<file path="config.mk">
export PLATFORM = sky130hd
export DESIGN_NAME = ubx_frame_builder_top_flat
export DESIGN_NICKNAME = d
export VERILOG_FILES = /design/src/rtl/ubxfb_pkg.sv /design/src/rtl/ubxfb_channels.sv /design/src/rtl/ubx_frame_builder_top.sv /design/src/rtl/ubxfb_front.sv /design/src/rtl/ubxfb_queue.sv /design/src/rtl/ubxfb_back.sv /design/src/flat_wrapper.sv
export SDC_FILE = /design/constraint.sdc
export NUM_CORES = 1
export LEC_CHECK = 0
export BUFFER_PORTS_ARGS = -buffer_cell sky130_fd_sc_hd__clkbuf_2
export CORE_ASPECT_RATIO = 1.4
export CORE_MARGIN = 3
export CORE_UTILIZATION = 30
export DETAILED_ROUTE_END_ITERATION = 6
export PLACE_DENSITY = 0.54
export SKIP_LAST_GASP = 1
export SYNTH_ARGS = -nofsm -noshare
export SYNTH_HDL_FRONTEND = slang
export SYNTH_SLANG_ARGS = --single-unit
</file>
<file path="constraint.sdc">
create_clock -name clk -period 8.53 [get_ports clk]
set_input_delay 0.853 -clock clk [delete_from_list [all_inputs] [get_ports clk]]
set_output_delay 0.853 -clock clk [all_outputs]
set_load 0.02 [all_outputs]
</file>
<file path="src/rtl/ubxfb_pkg.sv">
// Shared constants, phase codes and types of the serial frame builder.
package ubxfb_pkg;

  localparam logic [7:0] SYNC_FIRST  = 8'hB5;
  localparam logic [7:0] SYNC_SECOND = 8'h62;

  localparam int QUEUE_DEPTH = 4;
  localparam int QPTR_W      = (QUEUE_DEPTH > 1) ? $clog2(QUEUE_DEPTH) : 1;
  localparam int QCNT_W      = $clog2(QUEUE_DEPTH + 1);

  // Output sequencer phases, in emission order.
  localparam int PH_W = 4;
  localparam logic [PH_W-1:0] PH_SYNC1 = 4'd0;
  localparam logic [PH_W-1:0] PH_SYNC2 = 4'd1;
  localparam logic [PH_W-1:0] PH_CLASS = 4'd2;
  localparam logic [PH_W-1:0] PH_IDENT = 4'd3;
  localparam logic [PH_W-1:0] PH_LENLO = 4'd4;
  localparam logic [PH_W-1:0] PH_LENHI = 4'd5;
  localparam logic [PH_W-1:0] PH_DATA  = 4'd6;
  localparam logic [PH_W-1:0] PH_CKA   = 4'd7;
  localparam logic [PH_W-1:0] PH_CKB   = 4'd8;

  // One classified item on its way from the front to the back.
  typedef struct packed {
    logic        hdr;       // first item of a frame: emit sync and header
    logic        has_data;  // emit the payload byte
    logic        last;      // payload used up: emit the checksum pair
    logic [7:0]  msg_class;
    logic [7:0]  msg_ident;
    logic [15:0] payload_length;
    logic [7:0]  data_byte;
  } cmd_t;

  typedef struct packed {
    logic full;
    logic empty;
  } q_stat_t;

endpackage

</file>
<file path="src/rtl/ubxfb_channels.sv">
// Valid/ready channel interfaces for the input items and the framed bytes.
interface ubxfb_in_if;
  logic        valid;
  logic        ready;
  logic [7:0]  msg_class;
  logic [7:0]  msg_ident;
  logic [15:0] payload_length;
  logic [7:0]  data_byte;

  modport source (output valid, msg_class, msg_ident, payload_length, data_byte,
                  input ready);
  modport sink (input valid, msg_class, msg_ident, payload_length, data_byte,
                output ready);
endinterface

interface ubxfb_out_if;
  logic       valid;
  logic       ready;
  logic [7:0] out_byte;
  logic       run_end;
  logic       frame_end;

  modport source (output valid, out_byte, run_end, frame_end, input ready);
  modport sink (input valid, out_byte, run_end, frame_end, output ready);
endinterface

</file>
<file path="src/rtl/ubx_frame_builder_top.sv">
// Top level of the serial frame builder with 8-bit Fletcher checksum.
//
// Input channel in_ch carries one payload byte per item; on the first item
// of a frame msg_class, msg_ident and payload_length are taken as well.
// Output channel out_ch carries one framed byte per item: two sync bytes,
// class, id, length low and high, the payload, then checksum A and B.
// run_end marks the last byte caused by an input item, frame_end the
// second checksum byte. A zero length gives a frame with an empty payload.
// An accepted item goes into a queue entry and from there into the output
// register. The output runs at one byte per cycle while the queue holds
// items and the receiver takes them: a mid-frame item gives one byte, the
// first of a frame seven (nine if also last), the last item three (eight
// for an empty frame), all via the single output register that the back-end
// sequencer fills. A four-entry queue lets input items enter while header or
// checksum bytes are still going out. When the receiver stalls, the output
// byte holds, the queue fills and then in_ch.ready drops. Reset clears the
// frame position, queue and output valid flag; no clearing pass is needed.
module ubx_frame_builder_top (
  input  logic        clk,
  input  logic        rst_n,
  ubxfb_in_if.sink    in_ch,
  ubxfb_out_if.source out_ch
);

  ubxfb_pkg::cmd_t    push_cmd, head_cmd;
  ubxfb_pkg::q_stat_t q_stat;
  logic               push, pop;

  ubxfb_front u_front (
    .clk      (clk),
    .rst_n    (rst_n),
    .in_ch    (in_ch),
    .q_stat   (q_stat),
    .push     (push),
    .push_cmd (push_cmd)
  );

  ubxfb_queue u_queue (
    .clk      (clk),
    .rst_n    (rst_n),
    .push     (push),
    .push_cmd (push_cmd),
    .pop      (pop),
    .head_cmd (head_cmd),
    .q_stat   (q_stat)
  );

  ubxfb_back u_back (
    .clk      (clk),
    .rst_n    (rst_n),
    .head_cmd (head_cmd),
    .q_stat   (q_stat),
    .pop      (pop),
    .out_ch   (out_ch)
  );

endmodule

</file>
<file path="src/rtl/ubxfb_front.sv">
// Front end: accepts items, tracks frame position and classifies each item.
module ubxfb_front (
  input  logic                 clk,
  input  logic                 rst_n,
  ubxfb_in_if.sink             in_ch,
  input  ubxfb_pkg::q_stat_t   q_stat,
  output logic                 push,
  output ubxfb_pkg::cmd_t      push_cmd
);

  logic        in_frame_r, in_frame_nxt;
  logic [15:0] left_r, left_nxt;
  logic [15:0] len_now;
  logic        has_data;

  assign in_ch.ready = !q_stat.full;
  assign push        = in_ch.valid && !q_stat.full;

  always_comb begin
    len_now  = in_frame_r ? left_r : in_ch.payload_length;
    has_data = (len_now != 16'd0);
    left_nxt = len_now - {15'd0, has_data};
    in_frame_nxt = (left_nxt != 16'd0);

    push_cmd.hdr            = !in_frame_r;
    push_cmd.has_data       = has_data;
    push_cmd.last           = (left_nxt == 16'd0);
    push_cmd.msg_class      = in_ch.msg_class;
    push_cmd.msg_ident      = in_ch.msg_ident;
    push_cmd.payload_length = in_ch.payload_length;
    push_cmd.data_byte      = in_ch.data_byte;
  end

  always_ff @(posedge clk) begin
    if (!rst_n) begin
      in_frame_r <= 1'b0;
      left_r     <= 16'd0;
    end else if (push) begin
      in_frame_r <= in_frame_nxt;
      left_r     <= left_nxt;
    end
  end

  // While inside a frame there is always at least one payload byte to come.
  a_left_nonzero: assert property (@(posedge clk) disable iff (!rst_n)
    in_frame_r |-> (left_r != 16'd0))
    else $error("in frame with no payload left");
  a_mid_has_data: assert property (@(posedge clk) disable iff (!rst_n)
    (push && in_frame_r) |-> push_cmd.has_data)
    else $error("mid-frame item classified without payload byte");
  a_hdr_or_last_nodata: assert property (@(posedge clk) disable iff (!rst_n)
    (push && !push_cmd.has_data) |-> (push_cmd.hdr && push_cmd.last))
    else $error("item without payload byte is not an empty frame");

endmodule

</file>
<file path="src/rtl/ubxfb_queue.sv">
// Small FIFO of classified items between front and back.
module ubxfb_queue (
  input  logic                 clk,
  input  logic                 rst_n,
  input  logic                 push,
  input  ubxfb_pkg::cmd_t      push_cmd,
  input  logic                 pop,
  output ubxfb_pkg::cmd_t      head_cmd,
  output ubxfb_pkg::q_stat_t   q_stat
);

  localparam int D = ubxfb_pkg::QUEUE_DEPTH;

  ubxfb_pkg::cmd_t                 mem_r [D];
  logic [ubxfb_pkg::QPTR_W-1:0]    wr_ptr_r, rd_ptr_r;
  logic [ubxfb_pkg::QCNT_W-1:0]    count_r;
  logic                            do_push, do_pop;

  assign q_stat.full  = (count_r == ubxfb_pkg::QCNT_W'(D));
  assign q_stat.empty = (count_r == '0);
  assign do_push      = push && !q_stat.full;
  assign do_pop       = pop && !q_stat.empty;
  assign head_cmd     = mem_r[rd_ptr_r];

  function automatic logic [ubxfb_pkg::QPTR_W-1:0] ptr_inc(
    input logic [ubxfb_pkg::QPTR_W-1:0] p);
    ptr_inc = (p == ubxfb_pkg::QPTR_W'(D - 1)) ? '0 : p + 1'b1;
  endfunction

  always_ff @(posedge clk) begin
    if (do_push) begin
      mem_r[wr_ptr_r] <= push_cmd;
    end
  end

  always_ff @(posedge clk) begin
    if (!rst_n) begin
      wr_ptr_r <= '0;
      rd_ptr_r <= '0;
      count_r  <= '0;
    end else begin
      if (do_push) wr_ptr_r <= ptr_inc(wr_ptr_r);
      if (do_pop)  rd_ptr_r <= ptr_inc(rd_ptr_r);
      if (do_push && !do_pop) begin
        count_r <= count_r + 1'b1;
      end else if (do_pop && !do_push) begin
        count_r <= count_r - 1'b1;
      end
    end
  end

  a_count_bound: assert property (@(posedge clk) disable iff (!rst_n)
    count_r <= ubxfb_pkg::QCNT_W'(D))
    else $error("queue count beyond depth");
  a_no_lost_push: assert property (@(posedge clk) disable iff (!rst_n)
    push |-> !q_stat.full)
    else $error("push into a full queue");
  a_no_empty_pop: assert property (@(posedge clk) disable iff (!rst_n)
    pop |-> !q_stat.empty)
    else $error("pop from an empty queue");

endmodule

</file>
<file path="src/rtl/ubxfb_back.sv">
// Back end: sequences header, payload and checksum bytes into the output register.
module ubxfb_back (
  input  logic                 clk,
  input  logic                 rst_n,
  input  ubxfb_pkg::cmd_t      head_cmd,
  input  ubxfb_pkg::q_stat_t   q_stat,
  output logic                 pop,
  ubxfb_out_if.source          out_ch
);

  logic [ubxfb_pkg::PH_W-1:0] phase_r, phase_nxt, cur_ph;
  logic                       started_r, started_nxt;
  logic [7:0]                 sum_a_r, sum_a_nxt, sum_b_r, sum_b_nxt;
  logic                       out_valid_r, out_valid_nxt;
  logic [7:0]                 out_byte_r, out_byte_nxt;
  logic                       run_end_r, run_end_nxt;
  logic                       frame_end_r, frame_end_nxt;
  logic                       fire, done, summed;
  logic [7:0]                 cur_byte, sum_a_add;
  logic [ubxfb_pkg::PH_W-1:0] next_ph;

  assign out_ch.valid     = out_valid_r;
  assign out_ch.out_byte  = out_byte_r;
  assign out_ch.run_end   = run_end_r;
  assign out_ch.frame_end = frame_end_r;

  assign fire = !q_stat.empty && (!out_valid_r || out_ch.ready);
  assign pop  = fire && done;

  always_comb begin
    if (started_r) begin
      cur_ph = phase_r;
    end else if (head_cmd.hdr) begin
      cur_ph = ubxfb_pkg::PH_SYNC1;
    end else if (head_cmd.has_data) begin
      cur_ph = ubxfb_pkg::PH_DATA;
    end else begin
      cur_ph = ubxfb_pkg::PH_CKA;
    end

    done    = 1'b0;
    summed  = 1'b0;
    next_ph = cur_ph + 1'b1;
    case (cur_ph)
      ubxfb_pkg::PH_SYNC1: cur_byte = ubxfb_pkg::SYNC_FIRST;
      ubxfb_pkg::PH_SYNC2: cur_byte = ubxfb_pkg::SYNC_SECOND;
      ubxfb_pkg::PH_CLASS: begin
        cur_byte = head_cmd.msg_class;
        summed   = 1'b1;
      end
      ubxfb_pkg::PH_IDENT: begin
        cur_byte = head_cmd.msg_ident;
        summed   = 1'b1;
      end
      ubxfb_pkg::PH_LENLO: begin
        cur_byte = head_cmd.payload_length[7:0];
        summed   = 1'b1;
      end
      ubxfb_pkg::PH_LENHI: begin
        cur_byte = head_cmd.payload_length[15:8];
        summed   = 1'b1;
        next_ph  = head_cmd.has_data ? ubxfb_pkg::PH_DATA : ubxfb_pkg::PH_CKA;
        done     = !head_cmd.has_data && !head_cmd.last;
      end
      ubxfb_pkg::PH_DATA: begin
        cur_byte = head_cmd.data_byte;
        summed   = 1'b1;
        next_ph  = ubxfb_pkg::PH_CKA;
        done     = !head_cmd.last;
      end
      ubxfb_pkg::PH_CKA: begin
        cur_byte = sum_a_r;
        next_ph  = ubxfb_pkg::PH_CKB;
      end
      ubxfb_pkg::PH_CKB: begin
        cur_byte = sum_b_r;
        done     = 1'b1;
      end
      default: begin
        cur_byte = 8'd0;
        done     = 1'b1;
      end
    endcase

    // A new frame starts its sums from zero at the first sync byte.
    sum_a_add = sum_a_r + cur_byte;
    sum_a_nxt = sum_a_r;
    sum_b_nxt = sum_b_r;
    if (fire && cur_ph == ubxfb_pkg::PH_SYNC1) begin
      sum_a_nxt = 8'd0;
      sum_b_nxt = 8'd0;
    end else if (fire && summed) begin
      sum_a_nxt = sum_a_add;
      sum_b_nxt = sum_b_r + sum_a_add;
    end

    started_nxt = started_r;
    phase_nxt   = phase_r;
    if (fire) begin
      started_nxt = !done;
      phase_nxt   = next_ph;
    end

    out_valid_nxt = out_valid_r;
    out_byte_nxt  = out_byte_r;
    run_end_nxt   = run_end_r;
    frame_end_nxt = frame_end_r;
    if (fire) begin
      out_valid_nxt = 1'b1;
      out_byte_nxt  = cur_byte;
      run_end_nxt   = done;
      frame_end_nxt = (cur_ph == ubxfb_pkg::PH_CKB);
    end else if (out_ch.ready) begin
      out_valid_nxt = 1'b0;
    end
  end

  always_ff @(posedge clk) begin
    if (!rst_n) begin
      started_r   <= 1'b0;
      phase_r     <= ubxfb_pkg::PH_SYNC1;
      out_valid_r <= 1'b0;
    end else begin
      started_r   <= started_nxt;
      phase_r     <= phase_nxt;
      out_valid_r <= out_valid_nxt;
    end
  end

  always_ff @(posedge clk) begin
    sum_a_r     <= sum_a_nxt;
    sum_b_r     <= sum_b_nxt;
    out_byte_r  <= out_byte_nxt;
    run_end_r   <= run_end_nxt;
    frame_end_r <= frame_end_nxt;
  end

  a_frame_end_run_end: assert property (@(posedge clk) disable iff (!rst_n)
    (out_valid_r && frame_end_r) |-> run_end_r)
    else $error("frame end without run end");
  a_started_has_head: assert property (@(posedge clk) disable iff (!rst_n)
    started_r |-> !q_stat.empty)
    else $error("item in progress but queue empty");
  a_started_not_first: assert property (@(posedge clk) disable iff (!rst_n)
    started_r |-> (phase_r != ubxfb_pkg::PH_SYNC1))
    else $error("resumed item back at first sync byte");
  a_ckb_follows_cka: assert property (@(posedge clk) disable iff (!rst_n)
    (fire && cur_ph == ubxfb_pkg::PH_CKA) |=> (started_r && phase_r == ubxfb_pkg::PH_CKB))
    else $error("second checksum byte not scheduled");

endmodule
</file>
<file path="src/flat_wrapper.sv">
// flat-port wrapper written by rule: the top's interface ports become plain ports
module ubx_frame_builder_top_flat 
  (clk, rst_n, in_ch_valid, in_ch_msg_class, in_ch_msg_ident, in_ch_payload_length, in_ch_data_byte, in_ch_ready, out_ch_valid, out_ch_out_byte, out_ch_run_end, out_ch_frame_end, out_ch_ready);
  ubxfb_in_if in_ch_i ();
  ubxfb_out_if out_ch_i ();
  input  logic clk;
  input  logic rst_n;
  input wire logic [$bits(in_ch_i.valid)-1:0] in_ch_valid;
  input wire logic [$bits(in_ch_i.msg_class)-1:0] in_ch_msg_class;
  input wire logic [$bits(in_ch_i.msg_ident)-1:0] in_ch_msg_ident;
  input wire logic [$bits(in_ch_i.payload_length)-1:0] in_ch_payload_length;
  input wire logic [$bits(in_ch_i.data_byte)-1:0] in_ch_data_byte;
  output wire logic [$bits(in_ch_i.ready)-1:0] in_ch_ready;
  output wire logic [$bits(out_ch_i.valid)-1:0] out_ch_valid;
  output wire logic [$bits(out_ch_i.out_byte)-1:0] out_ch_out_byte;
  output wire logic [$bits(out_ch_i.run_end)-1:0] out_ch_run_end;
  output wire logic [$bits(out_ch_i.frame_end)-1:0] out_ch_frame_end;
  input wire logic [$bits(out_ch_i.ready)-1:0] out_ch_ready;
  assign in_ch_i.valid = in_ch_valid;
  assign in_ch_i.msg_class = in_ch_msg_class;
  assign in_ch_i.msg_ident = in_ch_msg_ident;
  assign in_ch_i.payload_length = in_ch_payload_length;
  assign in_ch_i.data_byte = in_ch_data_byte;
  assign in_ch_ready = in_ch_i.ready;
  assign out_ch_valid = out_ch_i.valid;
  assign out_ch_out_byte = out_ch_i.out_byte;
  assign out_ch_run_end = out_ch_i.run_end;
  assign out_ch_frame_end = out_ch_i.frame_end;
  assign out_ch_i.ready = out_ch_ready;
  ubx_frame_builder_top u_core (.clk(clk), .rst_n(rst_n), .in_ch(in_ch_i), .out_ch(out_ch_i));
endmodule
</file>
==> results.cfg, run 1 <==
[outcome]
status = finished clean

[logic_synthesis]
synth_area_leaders = edfxtp_1 (53%), dfxtp_1 (9.4%), mux4_2 (8.1%), ha_1 (3.2%), nand2_1 (2.6%)
ys.flop_type = edfxtp_1
ys_seq_elements = 230
yosys_warnings = 0
synth_top_area_share_pct = 53.2
yosysTopAreaCell = edfxtp_1
synth.avg_cell_area_um2 = 13.7
synth.most_common_cell = edfxtp_1
ys_types = 58
syn-num-nets = 821
synth_edf_count = 182
ys_seq_area_share_pct = 62.6
ys_top_cells_by_count = edfxtp_1 (182), nand2_1 (71), a21oi_1 (51), dfxtp_1 (48), mux4_2 (37)
synth-async-reset-ratio_pct = 0
synthCells = 748
syn_area_mm2 = 0.0103

[drt]
ant_nets = 0
vias_per_cell = 4.95
routedWlPerCell_um = 19.0
drtPass1Iterations = 5
drc = 0
drt-total-wl_um = 24100
num_vias = 6265
drtIter0Drc = 396

[place]
port_buffers = 55
hpwl_um = 16400
post_dp_cell_area_mm2 = 0.0110
gp_congestion = 0.830

[worst_setup_path]
critPathMaxFanout = 25
critPathTopFamily = compound AO/OA/AOI/OAI gates
cp_num_buf_inv = 1
path_class = reg -> reg
crit_required_ns = 8.98
crit_chain = mux4_2 -> o21ai_0 -> o21ai_0 -> inv_1 -> ha_1 -> nand2_1 -> o221ai_1 -> o21ai_0 -> and4b_1 -> fa_1 -> nor2b_1 -> o21ai_0 -> a21boi_0 -> nor2_1 -> ha_1 -> nand3_1 -> o211ai_1 -> o41ai_1 -> xor2_1 -> xnor3_1 -> or3_1 -> a21oi_1
slowest_stage = dfxtp_4
critPathLaunchType = flop
arrival_ns = 6.61
path_common_cell = o21ai_0
slowest_delay_ns = 0.65
critPathCaptureType = flop

[floorplanning]
dieArea_mm2 = 0.0365
start_util_pct = 30.6
core_area_mm2 = 0.0335
ioPinCount = 56
die_h_um = 225
die_w_um = 162
rows = 79

[clock_network]
ctsHoldBuffers = 0
clock_sinks = 230
clock_path_buffers = 3
cts_root_buffer = clkbuf_16
cts.htree.levels = 1
cts_setup_buffers = 0
numCtsBuffers = 24
clk_pin_slew_ns = 0.06
clock_latency_ns = 0.53
cts_tree = done
cts_resized = 0

[power_and_ir_drop]
swShare_pct = 35.0
peakVddDrop_mv = 0.137
powerDensity_mw_per_mm2 = 344
p_seq_share_pct = 37.5
p_clk_share_pct = 25.7
p_comb_share_pct = 36.8
power_leakage_nw = 3.96
switching_power_mw = 1.42
internal-power_mw = 2.64

[timing]
rsz0062_at_grt = no
slew_headroom_pct = 34.7
fin_skew_ns = 0.0231
hold_viol = 0
finalSetupViolations = 0
drv_slew = 0
min_period_ns = 6.15
timing.setup.tns_ns = 0
tightest_slew_ns = 0.973
period_share_pct = 72.1
fmax_mhz = 163

[global_routing]
grt_max_degree = 44
overflow = 0
grt_pass1_wl_um = 37200
grt_pass1_vias = 6418
antenna_found_initial = 0
track_usage_pct = 13.2

[finish]
diodes = 0
n_fill_cell = 3211
syn2layout_area_growth_pct = 14.8
layout-drive-gt1-share_pct = 17.8
final_area_mm2 = 0.0118
num-nets-final = 875

[job]
cap_viol_max_count = 0

[worst_hold_path]
hold_class = reg -> reg
-- metrics by stage --
step	worst slack [ns]	hold slack [ns]	instances	total power [mW]	utilization [%]
6_report	2.38	0.455	1265	4.06	35.2
5_1_grt	1.82	0.475	1265	4.33	35.2
4_1_cts	2.36	0.453	1265	4.10	35.2
3_5_place_dp	2.36	0.444	1221	3.04	32.8
3_3_place_gp	2.49	0.439	1221	3.02	32.8
2_1_floorplan	3.15	0.432	748	2.67	-
-- final timing paths --
check | slack, ns | end | start | cells after the start
worst min-delay path | 0.45 | u_core.u_front.left_r[8] | u_core.u_front.left_r[8] | 2
worst min register to register | 0.45 | u_core.u_front.left_r[8] | u_core.u_front.left_r[8] | 2
worst max-delay path | 2.38 | u_core.u_back.sum_b_r[7] | flop | 22
worst max register to register | 2.38 | u_core.u_back.sum_b_r[7] | flop | 22
-- placed cells by master (no fill, tap or decap), drive strengths merged, types with 7 or more instances in the layout --
cell type / instances
xor2: 7
a21oi: 51
nor2b: 7
mux2i: 26
and2: 12
buf: 7
nor2: 35
ha: 26
nand3: 12
xnor2: 16
a22o: 8
nor3: 16
nand4: 10
o21ai: 36
dfxtp: 48
a22oi: 9
inv: 19
a31oi: 11
clkinv: 8
nand2: 71
edfxtp: 182
mux4: 37
clkbuf: 86
-- logic make-up after synthesis --
family | share of synthesized area [%]
flip-flops | 62.6
AND/OR/NAND/NOR | 9.27
multiplexers | 11.0
AO/OA/AOI/OAI | 8.96
adder cells (fa/ha/maj) | 3.75
buffers and inverters | 2.25
XOR/XNOR | 2.18
-- power groups by stage --
| stage | Combinational (mW) | Clock, mW | Sequential [mW] |
|---|---|---|---|
| 2_1_floorplan | 1.13 | 0 | 1.53 |
| 3_3_place_gp | 1.48 | 0 | 1.55 |
| 3_5_place_dp | 1.50 | 0 | 1.55 |
| 4_1_cts | 1.50 | 1.07 | 1.52 |
| 5_1_grt | 1.68 | 1.12 | 1.54 |
| 6_report | 1.49 | 1.04 | 1.52 |
-- cell type report --
cell class / instances / area [um^2] / share of cell area (%)
clock inverter: 13 / 158 / 1.34
multi-input combinational: 464 / 3610 / 30.7
sequential: 230 / 6430 / 54.5
clock buffer: 31 / 627 / 5.32
inverter: 20 / 75.1 / 0.637
tap: 445 / 557 / 4.72
timing repair buffer: 62 / 328 / 2.78
-- registers in the layout, summed over array words and instances, names as in the netlist, 2 cells and up, named ones only --
| register | count |
|---|---|
| u_core.u_queue.count_r | 3 |
| u_core.u_queue.mem_r | 172 |
| u_core.u_queue.rd_ptr_r | 2 |
| u_core.u_back.phase_r | 4 |
| u_core.u_back.sum_b_r | 8 |
| u_core.u_front.left_r | 16 |
| u_core.u_back.sum_a_r | 8 |
| u_core.u_back.out_ch.out_byte | 8 |
| u_core.u_queue.wr_ptr_r | 2 |
-- worst reg2reg max path, cell delays in order (launching register included) --
cell,delay (ns)
dfxtp_4,0.65
mux4_2,0.65
o21ai_0,0.18
o21ai_0,0.23
inv_1,0.15
ha_1,0.39
nand2_1,0.24
o221ai_1,0.24
o21ai_0,0.18
and4b_1,0.26
fa_1,0.44
nor2b_1,0.12
o21ai_0,0.11
a21boi_0,0.29
nor2_1,0.11
ha_1,0.35
nand3_1,0.11
o211ai_1,0.13
o41ai_1,0.38
xor2_1,0.20
xnor3_1,0.23
or3_1,0.31
a21oi_1,0.14
-- per-layer routing --
layer	global-route usage [%]	share of wire (%)	vias up	routed length (um)
met3	1.75	3.9	39	948
li1	-	-	2978	-
met2	24.1	53	143	12800
met5	0	0	-	0
met4	5.04	2.8	0	676
met1	15.9	40	3105	9670
Note: power is estimated with default switching activity, not from simulation.
==> run 2, diff against run 1 <==
==> constraint.sdc (replaced) <==
create_clock -name clk -period 5.9 [get_ports clk]
set_input_delay 0.59 -clock clk [delete_from_list [all_inputs] [get_ports clk]]
set_output_delay 0.59 -clock clk [all_outputs]
set_load 0.02 [all_outputs]
==> run 2 against run 1 <==
  * Final cell count about the same
  * Register-to-register slack lost 1.9 ns
  * Critical endpoint unchanged
  * Critical path depth fell by 1
  * Largest cell class unchanged
  * Combinational power grew 48%
==> results.cfg, run 2 (synthesized netlist as in run 1, its figures left out) <==
[outcome]
status = finished clean

[worst_setup_path]
crit_chain = mux4_2 -> and2_1 -> o21bai_1 -> ha_1 -> nor2b_1 -> and2_1 -> a221o_1 -> and4b_1 -> fa_1 -> nor2b_1 -> o21ai_0 -> a21boi_0 -> o21a_1 -> or3_1 -> and2_1 -> ha_1 -> o41ai_2 -> xor2_1 -> xnor3_1 -> or3_1 -> a21oi_1
critPathMaxFanout = 6
critPathLaunchType = flop
slowest_delay_ns = 0.56
critPathCaptureType = flop
crit_required_ns = 6.33
path_common_cell = and2_1
critPathTopFamily = simple AND/OR/NAND/NOR gates
slowest_stage = mux4_2
arrival_ns = 5.90
cp_num_buf_inv = 0
path_class = reg -> reg

[floorplanning]
ioPinCount = 56
die_w_um = 162
start_util_pct = 30.6
die_h_um = 225
rows = 79
core_area_mm2 = 0.0335
dieArea_mm2 = 0.0365

[drt]
vias_per_cell = 4.90
drtPass1Iterations = 5
ant_nets = 0
drc = 0
routedWlPerCell_um = 18.8
drtIter0Drc = 365
num_vias = 6199
drt-total-wl_um = 23800

[clock_network]
clock_latency_ns = 0.51
cts.htree.levels = 1
cts_setup_buffers = 0
cts_resized = 0
clock_sinks = 230
cts_tree = done
numCtsBuffers = 22
clock_path_buffers = 3
ctsHoldBuffers = 0
cts_root_buffer = clkbuf_16
clk_pin_slew_ns = 0.07

[timing]
slew_headroom_pct = 38.2
drv_slew = 0
fin_skew_ns = 0.00618
rsz0062_at_grt = no
min_period_ns = 5.47
hold_viol = 0
finalSetupViolations = 0
timing.setup.tns_ns = 0
period_share_pct = 92.7
tightest_slew_ns = 0.926
fmax_mhz = 183

[worst_hold_path]
hold_class = in -> reg

[finish]
syn2layout_area_growth_pct = 14.5
diodes = 0
utilization_pct = 35.1
largest-register = u_core.u_queue.mem_r
final_common_cell = edfxtp_1
largest_register_ffs = 172
layout-drive-gt1-share_pct = 18.5
n_fill_cell = 3242
largest_registers = u_core.u_queue.mem_r x172, u_core.u_front.left_r x16
num-nets-final = 879
layout_common_cells = edfxtp_1 (182), nand2_1 (71), clkbuf_2 (55)

[global_routing]
antenna_found_initial = 0
grt_max_degree = 44
track_usage_pct = 13.3
grt_pass1_vias = 6369
grt_pass1_wl_um = 37500
overflow = 0

[place]
port_buffers = 55
hpwl_um = 16500
gp_congestion = 0.863

[power_and_ir_drop]
power_leakage_nw = 3.97
peakVddDrop_mv = 0.191
powerDensity_mw_per_mm2 = 489

[job]
cap_viol_max_count = 0
[run 2: cell count changes in the layout (fill, tap and decap cells not counted), moves of 2 or more]
cell        delta
clkinvlp_4     -3
buf_4          +6
bufinv_16      -2
clkbuf_8       +2
clkbuf_1       -2
clkinv_2       +3
[run 2: worst reg2reg max path, stage by stage (launching register included)]
cell,delay [ns]
dfxtp_4,0.37
mux4_2,0.57
and2_1,0.22
o21bai_1,0.21
ha_1,0.25
nor2b_1,0.20
and2_1,0.22
a221o_1,0.35
and4b_1,0.27
fa_1,0.23
nor2b_1,0.05
o21ai_0,0.19
a21boi_0,0.15
o21a_1,0.19
or3_1,0.32
and2_1,0.17
ha_1,0.21
o41ai_2,0.36
xor2_1,0.19
xnor3_1,0.23
or3_1,0.31
a21oi_1,0.14
[run 2: final cells by class]
cell class	instances	area (um^2)	share of cell area, %
inverter	20	75.1	0.639
clock inverter	9	70.1	0.596
tap	445	557	4.74
sequential	230	6430	54.7
timing repair buffer	68	373	3.17
multi-input combinational	464	3620	30.8
clock buffer	30	622	5.29
[run 2: metal layers]
metal	routed length, um	global-route usage (%)
met1	9620	15.8
met2	12600	24.5
met3	796	1.58
met4	786	4.85
met5	0	0
[run 2: worst paths after layout]
check                                         startpoint                          end  slack, ns  depth (start not counted)
worst min-delay path                  in_ch_msg_class[1]  u_core.u_queue.mem_r[2][33]       0.30                          1
worst min register to register  u_core.u_front.left_r[9]     u_core.u_front.left_r[9]       0.46                          2
worst max register to register                      flop     u_core.u_back.sum_b_r[7]       0.43                         21
worst max-delay path                                flop     u_core.u_back.sum_b_r[7]       0.43                         21
[run 2: through the flow]
step	setup slack (ns)	std cells	instance area (um^2)	hold WS (ns)	total power, mW
after floorplan	0.524	748	10300	0.432	3.86
after global placement	0.343	1227	11100	0.439	4.40
after detailed placement	0.285	1227	11100	0.449	4.42
after CTS	0.257	1266	11700	0.281	5.80
after global routing	0.0114	1266	11800	0.292	6.15
final	0.433	1266	11800	0.297	5.75
[run 2: power breakdown]
part	switching [mW]	leakage [nW]	internal, mW	total (mW)
clock network	0.579	0.342	0.781	1.36
logic	1.30	1.56	0.899	2.20
registers	0.139	2.07	2.05	2.19
total	2.02	3.97	3.73	5.75
==> run 3, diff against run 2 <==
--- a/config.mk
+++ b/config.mk
@@ -6,8 +6,9 @@
 export NUM_CORES = 1
 export LEC_CHECK = 0
 export BUFFER_PORTS_ARGS = -buffer_cell sky130_fd_sc_hd__clkbuf_2
+export CAP_MARGIN = 25
 export CORE_ASPECT_RATIO = 1.4
-export CORE_MARGIN = 3
+export CORE_MARGIN = 1.5
 export CORE_UTILIZATION = 30
 export DETAILED_ROUTE_END_ITERATION = 6
 export PLACE_DENSITY = 0.54
==> run 3 against run 2 <==
  * Critical endpoint unchanged
  * Final cell count is 0.55% higher
  * Clock skew grew 0.0075 ns
  * Power grew 1.3%
==> results.cfg, run 3 (synthesized netlist as in run 1, its figures left out) <==
[outcome]
status = finished clean

[worst_setup_path]
critPathMaxFanout = 6
crit_required_ns = 6.35
critPathLaunchType = flop
path_class = reg -> reg
critPathCaptureType = flop
arrival_ns = 5.92

[place]
numPlacedInstances = 1232
hpwl_um = 16300
post_dp_cell_area_mm2 = 0.0111
port_buffers = 55
gp_congestion = 0.827

[clock_network]
cts_resized = 0
clk_pin_slew_ns = 0.07
clock_path_buffers = 3
cts_tree = done
ctsHoldBuffers = 0
clock_sinks = 230
cts.htree.levels = 1
cts_setup_buffers = 0
clock_latency_ns = 0.52
numCtsBuffers = 23
cts_root_buffer = clkbuf_16

[finish]
num-nets-final = 879
largest-register = u_core.u_queue.mem_r
final_area_mm2 = 0.0118
layout_common_cells = edfxtp_1 (182), nand2_1 (71), clkbuf_2 (55)
final_cells = 1273
diodes = 0
largest_register_ffs = 172
layout-drive-gt1-share_pct = 19.0
final_common_cell = edfxtp_1
n_fill_cell = 3280
largest_registers = u_core.u_queue.mem_r x172, u_core.u_front.left_r x16
syn2layout_area_growth_pct = 14.8

[power_and_ir_drop]
power_leakage_nw = 3.98
internal-power_mw = 3.75
p_seq_share_pct = 37.5
power_mw = 5.83
swShare_pct = 35.6
p_comb_share_pct = 38.1
peakVddDrop_mv = 0.184
p_clk_share_pct = 24.5
powerDensity_mw_per_mm2 = 494
switching_power_mw = 2.07

[floorplanning]
core_area_mm2 = 0.0339
start_util_pct = 30.3
die_h_um = 222
die_w_um = 159
ioPinCount = 56
dieArea_mm2 = 0.0354
rows = 80

[timing]
hold_viol = 0
period_share_pct = 92.7
slew_headroom_pct = 38.4
hold_slack_ns = 0.293
fmax_mhz = 183
drv_slew = 0
tightest_slew_ns = 0.924
finalSetupViolations = 0
rsz0062_at_grt = no
min_period_ns = 5.47
timing.setup.tns_ns = 0
fin_skew_ns = 0.0136

[drt]
drt-total-wl_um = 23800
num_vias = 6135
met1_length_um = 9820
vias_per_cell = 4.82
drtIter0Drc = 310
met2WireLength_um = 12800
wl_met3_um = 683
drtPass1Iterations = 6
routedWlPerCell_um = 18.7
ant_nets = 0
drc = 0
top_layer_used = met4

[global_routing]
grt_max_degree = 44
grt_pass1_vias = 6307
track_usage_pct = 13.6
antenna_found_initial = 0
grt_pass1_wl_um = 36900
overflow = 0

[job]
cap_viol_max_count = 0

[worst_hold_path]
hold_class = in -> reg
==> run 3: changes by cell type in the layout (fill, tap and decap cells not counted), sizes merged <==
| cell | change |
|---|---|
| buf | -1 |
| bufinv | +1 |
| clkbuf | -4 |
| clkinv | +2 |
| clkinvlp | +2 |
| inv | +1 |
==> run 3: final cells by class <==
class | instances | area, um^2 | area share (%)
multi-input cells | 464 | 3630 | 30.8
clock buffers | 26 | 587 | 4.98
well taps | 451 | 564 | 4.79
clock inverters | 15 | 138 | 1.17
flip-flops and latches | 230 | 6430 | 54.6
inverters | 20 | 75.1 | 0.637
repair buffers | 67 | 365 | 3.10
==> run 3: metrics by stage <==
step | util, % | setup slack (ns)
floorplan | - | 0.524
CTS | 34.7 | 0.154
finish | 34.7 | 0.433
detailed placement | 32.6 | 0.171
global route | 34.7 | 0.00739
global placement | 32.6 | 0.282
==> run 3: power by group through the flow <==
stage | sequential, mW | combinational, mW | clock, mW
2_1_floorplan | 2.22 | 1.64 | 0
3_3_place_gp | 2.22 | 2.18 | 0
3_5_place_dp | 2.22 | 2.21 | 0
4_1_cts | 2.18 | 2.22 | 1.47
5_1_grt | 2.21 | 2.46 | 1.52
6_report | 2.18 | 2.22 | 1.43
==> run 3: worst max-delay path: stages (launching register included) <==
cell and delay [ns]:
dfxtp_4 0.37, mux4_2 0.57, and2_1 0.22, o21bai_1 0.22, ha_1 0.26, nor2b_1 0.20
and2_1 0.23, a221o_1 0.36, and4b_1 0.27, fa_1 0.21, nor2b_1 0.05, o21ai_1 0.16
a21boi_0 0.14, o21a_1 0.19, or3_1 0.32, and2_1 0.17, ha_1 0.21, o41ai_2 0.35
xor2_1 0.20, xnor3_1 0.24, or3_1 0.32, a21oi_1 0.14
==> run 3: final timing paths <==
| path | startpoint | end | slack [ns] | depth (start not counted) |
|---|---|---|---|---|
| worst max register to register | flop | u_core.u_back.sum_b_r[7] | 0.43 | 21 |
| worst min-delay path | in_ch_data_byte[1] | u_core.u_queue.mem_r[3][1] | 0.29 | 1 |
| worst min register to register | u_core.u_front.left_r[8] | u_core.u_front.left_r[8] | 0.46 | 2 |
| worst max-delay path | flop | u_core.u_back.sum_b_r[7] | 0.43 | 21 |
==> run 3: metal layers <==
metal / vias up / global-route usage, %
met3: 26 / 1.70
met5: - / 0
met2: 86 / 25.7
li1: 2987 / -
met1: 3036 / 15.8
met4: 0 / 4.26
